`src/rtl/core/bbtb_pkg.sv`:
```
// ----------------------------------------------------------------------------
// bbtb_pkg: shared types and constants of the bearing and range unit
// Field widths, internal datapath widths, payload structs and the CORDIC
// arctangent table.
// ----------------------------------------------------------------------------
package bbtb_pkg;

    localparam int PIXEL_BITS         = 12;
    localparam int DIM_W              = 13;
    localparam int TAN_W              = 20;
    localparam int TS_W               = 16;
    localparam int ANG_W              = 16;
    localparam int RANGE_W            = 24;
    localparam int CFG_ADDR_W         = 3;
    localparam int CFG_DATA_W         = 20;
    localparam int DIV_STEPS          = RANGE_W;
    localparam int ATAN_LEN           = 24;
    localparam int CORDIC_STAGES_DEF  = 16;

    // Register indexes of the configuration port.
    localparam logic [CFG_ADDR_W-1:0] REG_IMAGE_WIDTH  = 3'd0;
    localparam logic [CFG_ADDR_W-1:0] REG_IMAGE_HEIGHT = 3'd1;
    localparam logic [CFG_ADDR_W-1:0] REG_TAN_HORIZ    = 3'd2;
    localparam logic [CFG_ADDR_W-1:0] REG_TAN_VERT     = 3'd3;
    localparam logic [CFG_ADDR_W-1:0] REG_TARGET_SIZE  = 3'd4;

    // Pixel offset from the frame center, doubled: a + b - dim.
    localparam int OFF_W   = ((PIXEL_BITS + 1 > DIM_W) ? PIXEL_BITS + 1 : DIM_W) + 1;
    localparam int PROD_W  = OFF_W + TAN_W + 1;
    localparam int CW      = PROD_W + 2;           // CORDIC x/y width with gain headroom
    localparam int ZW      = 34;                   // angle accumulator, 2^-32 turn units
    localparam int FRAC_SH = 16;                   // Q16 of the image dimension on x
    localparam int RANGE_SH = 15;
    localparam int NUM_W   = TS_W + DIM_W + RANGE_SH;
    localparam int NW      = NUM_W + 1;
    localparam int DEN_W   = TAN_W + PIXEL_BITS;
    localparam int CMP_W   = (DEN_W + DIV_STEPS > NW) ? DEN_W + DIV_STEPS : NW;

    localparam logic [RANGE_W-1:0] RANGE_MAX = '1;

    typedef struct packed {
        logic [PIXEL_BITS-1:0] box_left;
        logic [PIXEL_BITS-1:0] box_top;
        logic [PIXEL_BITS-1:0] box_right;
        logic [PIXEL_BITS-1:0] box_bottom;
    } in_t;

    typedef struct packed {
        logic signed [ANG_W-1:0] yaw_angle;
        logic signed [ANG_W-1:0] pitch_angle;
        logic [RANGE_W-1:0]      range_mm;
        logic                    box_invalid;
    } out_t;

    typedef struct packed {
        logic [DIM_W-1:0] width;
        logic [DIM_W-1:0] height;
        logic [TAN_W-1:0] tan_h;
        logic [TAN_W-1:0] tan_v;
        logic [TS_W-1:0]  target;
    } cfg_t;

    typedef struct packed {
        logic signed [CW-1:0] x;
        logic signed [CW-1:0] y;
        logic signed [ZW-1:0] z;
    } axis_t;

    typedef struct packed {
        axis_t               h;
        axis_t               v;
        logic [NW-1:0]       rem;
        logic [DEN_W-1:0]    den;
        logic [RANGE_W-1:0]  quo;
        logic                sat;
        logic                invalid;
    } cell_t;

    // atan(2^-i) in units of 2^-32 of a full turn.
    function automatic logic signed [ZW-1:0] atan_val(input int unsigned i);
        logic signed [ZW-1:0] v;
        begin
            case (i)
                0: v = ZW'(536870912);
                1: v = ZW'(316933406);
                2: v = ZW'(167458907);
                3: v = ZW'(85004756);
                4: v = ZW'(42667331);
                5: v = ZW'(21354465);
                6: v = ZW'(10679838);
                7: v = ZW'(5340245);
                8: v = ZW'(2670163);
                9: v = ZW'(1335087);
                10: v = ZW'(667544);
                11: v = ZW'(333772);
                12: v = ZW'(166886);
                13: v = ZW'(83443);
                14: v = ZW'(41722);
                15: v = ZW'(20861);
                16: v = ZW'(10430);
                17: v = ZW'(5215);
                18: v = ZW'(2608);
                19: v = ZW'(1304);
                20: v = ZW'(652);
                21: v = ZW'(326);
                22: v = ZW'(163);
                23: v = ZW'(81);
                default: v = '0;
            endcase
            return v;
        end
    endfunction

endpackage

```
`src/rtl/core/bbtb_prep.sv`:
```
// ----------------------------------------------------------------------------
// bbtb_prep: front stages ahead of the cell chain
// Forms the center offsets, box width, the tangent products, the range
// numerator and denominator, the invalid-box flag and the saturation decision.
// ----------------------------------------------------------------------------
module bbtb_prep (
    input  logic            aclk,
    input  logic [2:0]      en,
    input  bbtb_pkg::in_t   in_data,
    input  bbtb_pkg::cfg_t  cfg,
    output bbtb_pkg::cell_t cell_out
);
    import bbtb_pkg::*;

    logic [OFF_W-1:0]      off_h_reg;
    logic [OFF_W-1:0]      off_v_reg;
    logic [PIXEL_BITS-1:0] bw_reg;
    logic                  inv1_reg;

    logic signed [CW-1:0]  y_h_reg;
    logic signed [CW-1:0]  y_v_reg;
    logic [NUM_W-1:0]      num_reg;
    logic [DEN_W-1:0]      den_reg;
    logic                  inv2_reg;

    logic signed [PROD_W-1:0] prod_h;
    logic signed [PROD_W-1:0] prod_v;
    logic [NW-1:0]            n_sum;
    cell_t                    cell_next;

    always_ff @(posedge aclk) begin
        if (en[0]) begin
            off_h_reg <= OFF_W'(in_data.box_left) + OFF_W'(in_data.box_right)
                         - OFF_W'(cfg.width);
            off_v_reg <= OFF_W'(in_data.box_top) + OFF_W'(in_data.box_bottom)
                         - OFF_W'(cfg.height);
            bw_reg    <= in_data.box_right - in_data.box_left;
            inv1_reg  <= (in_data.box_right <= in_data.box_left);
        end
    end

    always_comb begin
        prod_h = $signed(off_h_reg) * $signed({1'b0, cfg.tan_h});
        prod_v = $signed(off_v_reg) * $signed({1'b0, cfg.tan_v});
    end

    always_ff @(posedge aclk) begin
        if (en[1]) begin
            y_h_reg  <= CW'(prod_h);
            y_v_reg  <= CW'(prod_v);
            num_reg  <= (NUM_W'(cfg.target) * NUM_W'(cfg.width)) << RANGE_SH;
            den_reg  <= DEN_W'(cfg.tan_h) * DEN_W'(bw_reg);
            inv2_reg <= inv1_reg;
        end
    end

    always_comb begin
        n_sum              = NW'(num_reg) + NW'(den_reg >> 1);
        cell_next.h.x      = CW'(cfg.width) << FRAC_SH;
        cell_next.h.y      = y_h_reg;
        cell_next.h.z      = '0;
        cell_next.v.x      = CW'(cfg.height) << FRAC_SH;
        cell_next.v.y      = y_v_reg;
        cell_next.v.z      = '0;
        cell_next.rem      = n_sum;
        cell_next.den      = den_reg;
        cell_next.quo      = '0;
        // The quotient reaches 2^24 exactly when floor(n / 2^24) >= den.
        cell_next.sat      = (CMP_W'(n_sum >> RANGE_W) >= CMP_W'(den_reg));
        cell_next.invalid  = inv2_reg;
    end

    always_ff @(posedge aclk) begin
        if (en[2]) begin
            cell_out <= cell_next;
        end
    end

endmodule

```
`config.mk`:
```
export PLATFORM = sky130hd
export DESIGN_NAME = bbtb_prep
export DESIGN_NICKNAME = d
export VERILOG_FILES = /design/src/rtl/core/bbtb_pkg.sv /design/src/rtl/core/bbtb_prep.sv
export SDC_FILE = /design/constraint.sdc
export NUM_CORES = 2
export LEC_CHECK = 0
export BUFFER_PORTS_ARGS = -buffer_cell sky130_fd_sc_hd__buf_2
export CAP_MARGIN = 20
export CORE_MARGIN = 4
export CORE_UTILIZATION = 63
export DETAILED_ROUTE_END_ITERATION = 7
export GPL_TIMING_DRIVEN = 0
export PLACE_DENSITY = 0.84
export SKIP_CTS_REPAIR_TIMING = 1
export SYNTH_ARGS = -nofsm -noshare
export SYNTH_HDL_FRONTEND = slang
export SYNTH_SLANG_ARGS = --single-unit
```
`constraint.sdc`:
```
create_clock -name aclk -period 8.33 [get_ports aclk]
set_input_delay 0.833 -clock aclk [delete_from_list [all_inputs] [get_ports aclk]]
set_output_delay 0.833 -clock aclk [all_outputs]
set_load 0.01 [all_outputs]
```
==> impl_metrics.yaml <==
worst_setup_path:
  crit_fanout: 11
  path_class: "flip-flop to flip-flop"
  reg2reg_depth: 19
  arrival_ps: 7880
  required_ps: 8640
  critPathLaunchType: "flip-flop"
  crit_path_start: "off_h_reg[13]"
  r2r_start: "off_h_reg[13]"
  end_kind: "flip-flop"
outcome:
  status: "complete, no violations"
detailed_routing:
  drc: 0
  highest_layer: "met4"
  wl_met1_um: 45600
  ant_nets: 0
  dr_wl_met2_um: 58800
  wl_per_cell_um: 18.7
  via_per_inst: 5.47
  drt_wl_total_um: 122000
  firstDrtPassIters: 8
  wl_met3_um: 12400
  num_vias: 35701
  drtIter0Drc: 2811
timing:
  rsz0062_at_grt: "no"
  fin_ws_ps: 759
  fmax_ghz: 0.132
  totalNegativeSetupSlack_ps: 0
  relSlewSlack_pct: 21.8
  hold_viol: 0
  finalCritPeriodShare_pct: 90.9
  tightest_slew_ps: 1170
  setup_viol: 0
  slew_viol_final: 0
  period_needed_ps: 7570
  finClkSkew_ps: 26.2
logic_synthesis:
  synth_cell_types: 66
  netlist_top_cells_count: "1025 x inv_1, 788 x fa_1, 617 x nand2_1"
  avgSynthCellArea_um2: 9.76
  yosys_warnings: 0
  synth.largest_area_cell: "fa_1"
  synth_edf_count: 333
  synth_ff_type: "edfxtp_1"
  ys_ff_latch: 333
  synth_top_area_share_pct: 32.6
  syn-cell-area_um2: 48400
  synth_most_common_cell: "inv_1"
  synthCells: 4962
  ys_seq_area_share_pct: 20.6
  async_flop_share_pct: 0
  ys_top_cells_by_area: "fa_1 33%, edfxtp_1 21%, ha_1 12%"
run:
  drv_cap: 0
grt:
  antenna_found_initial: 6
  gr-total-overflow: 0
  track_usage_pct: 30.4
  grt_pass1_wl_um: 195000
  grt_pass1_vias: 37589
  grt_max_degree: 94
place:
  place_congestion: 0.939
  dpl.hpwl_um: 98700
  pre_cts_ws_ps: 716
  port_buffers: 312
  placed_area_um2: 51900
floorplan:
  die_area_um2: 81400
  coreArea_um2: 76100
  rows: 101
  boundaryPins: 453
  die_x_um: 285
  floorplan.initialDensity_pct: 63.7
  die_height_um: 285
finish:
  utilization_pct: 70.0
  drive_gt1_share_pct: 9.95
  final_nets: 6841
  final_cell_area_um2: 53200
  synthToLayoutAreaGrowth_pct: 9.89
  largest_register_ffs: 160
clock_tree:
  clockRootBuffer: "clkbuf_16"
  clk_path_buf_depth: 3
  cts_sinks: 333
  cts_buffers: 40
  tritoncts: "yes"
  clk_latency_ps: 580
  htreeDepth: 2
  cts.reportedPaths.clkPinSlew_ps: 50
hold_path:
  hold_depth: 0
  hold_class: "flip-flop to flip-flop"
  min-delay-start: "y_h_reg[11]"
## layout by cell type (no fill, tap or decap), types with 6 or more instances in the layout
cell type	Yosys	routed
a221oi_1	7	7
o21bai_1	11	11
nand2b_1	35	35
diode_2	0	6
nand3_1	29	29
ha_1	461	461
nor4_1	6	6
nand4_1	23	23
inv_1	1025	1025
a31oi_1	16	16
nor2_1	117	117
conb_1	1	140
or3_1	9	9
and3_1	22	22
xor2_1	46	46
and2_1	445	445
o21ai_0	88	88
a211oi_1	13	13
nand2_1	617	617
buf_4	161	161
edfxtp_1	333	333
clkbuf_16	0	41
a21o_1	90	90
xnor2_1	115	115
a2111oi_0	8	8
fa_1	788	788
a21boi_0	6	6
buf_2	0	310
a21oi_1	141	141
nor2b_1	18	18
nor3_1	28	28
clkbuf_1	196	205
o21a_1	24	24
## kinds of logic after synthesis
family / count (synthesis) / synth area share [%]
XOR/XNOR: 161 / 2.91
buffers and inverters: 1385 / 12.0
other: 1 / 0.00774
adder cells (fa/ha/maj): 1249 / 44.5
AND/OR/NAND/NOR: 1371 / 13.9
AO/OA/AOI/OAI: 461 / 6.11
flip-flops: 333 / 20.6
multiplexers: 1 / 0.0207
## critical path: stages, from the launching register on
cell	delay [ps]
edfxtp_1	610
inv_1	280
clkbuf_1	560
fa_1	550
fa_1	560
inv_1	60
fa_1	480
fa_1	520
fa_1	490
inv_1	50
fa_1	480
inv_1	40
ha_1	340
a21oi_1	240
o21bai_1	90
a21oi_1	150
o21ai_0	220
a221oi_1	1020
o311ai_0	320
xor2_1	220
## per-layer routing
metal / track usage (%) / vias to the layer above
met5: 0 / -
met4: 11.8 / 0
met3: 7.44 / 372
met2: 50.6 / 1781
met1: 38.6 / 17513
li1: - / 16035
## cell type report
type / instances / area (um2)
sequential: 333 / 10000
clock buffer: 50 / 1060
timing repair buffer: 315 / 1640
multi-input combinational: 3383 / 33200
clock inverter: 21 / 268
tap: 1030 / 1290
fill: 5611 / 22800
buffer: 360 / 1960
inverter: 1025 / 3850
antenna: 6 / 15.0
## stage by stage
stage                     instances  hold WS (ps)
final                          6523           414
after global routing           6523           418
after CTS                      6516           413
after detailed placement       6445           405
after global placement         6443           401
after floorplan                5101           400
## worst paths after layout
kind,to,slack (ps)
hold reg to reg,cell_out[256],410
setup / recovery,y_h_reg[32],760
setup reg to reg,y_h_reg[32],760
hold / removal,cell_out[256],410
Power is left out: the tool's default activity adds up to more than one toggle a clock period on the data nets, which glitch-free logic cannot reach.
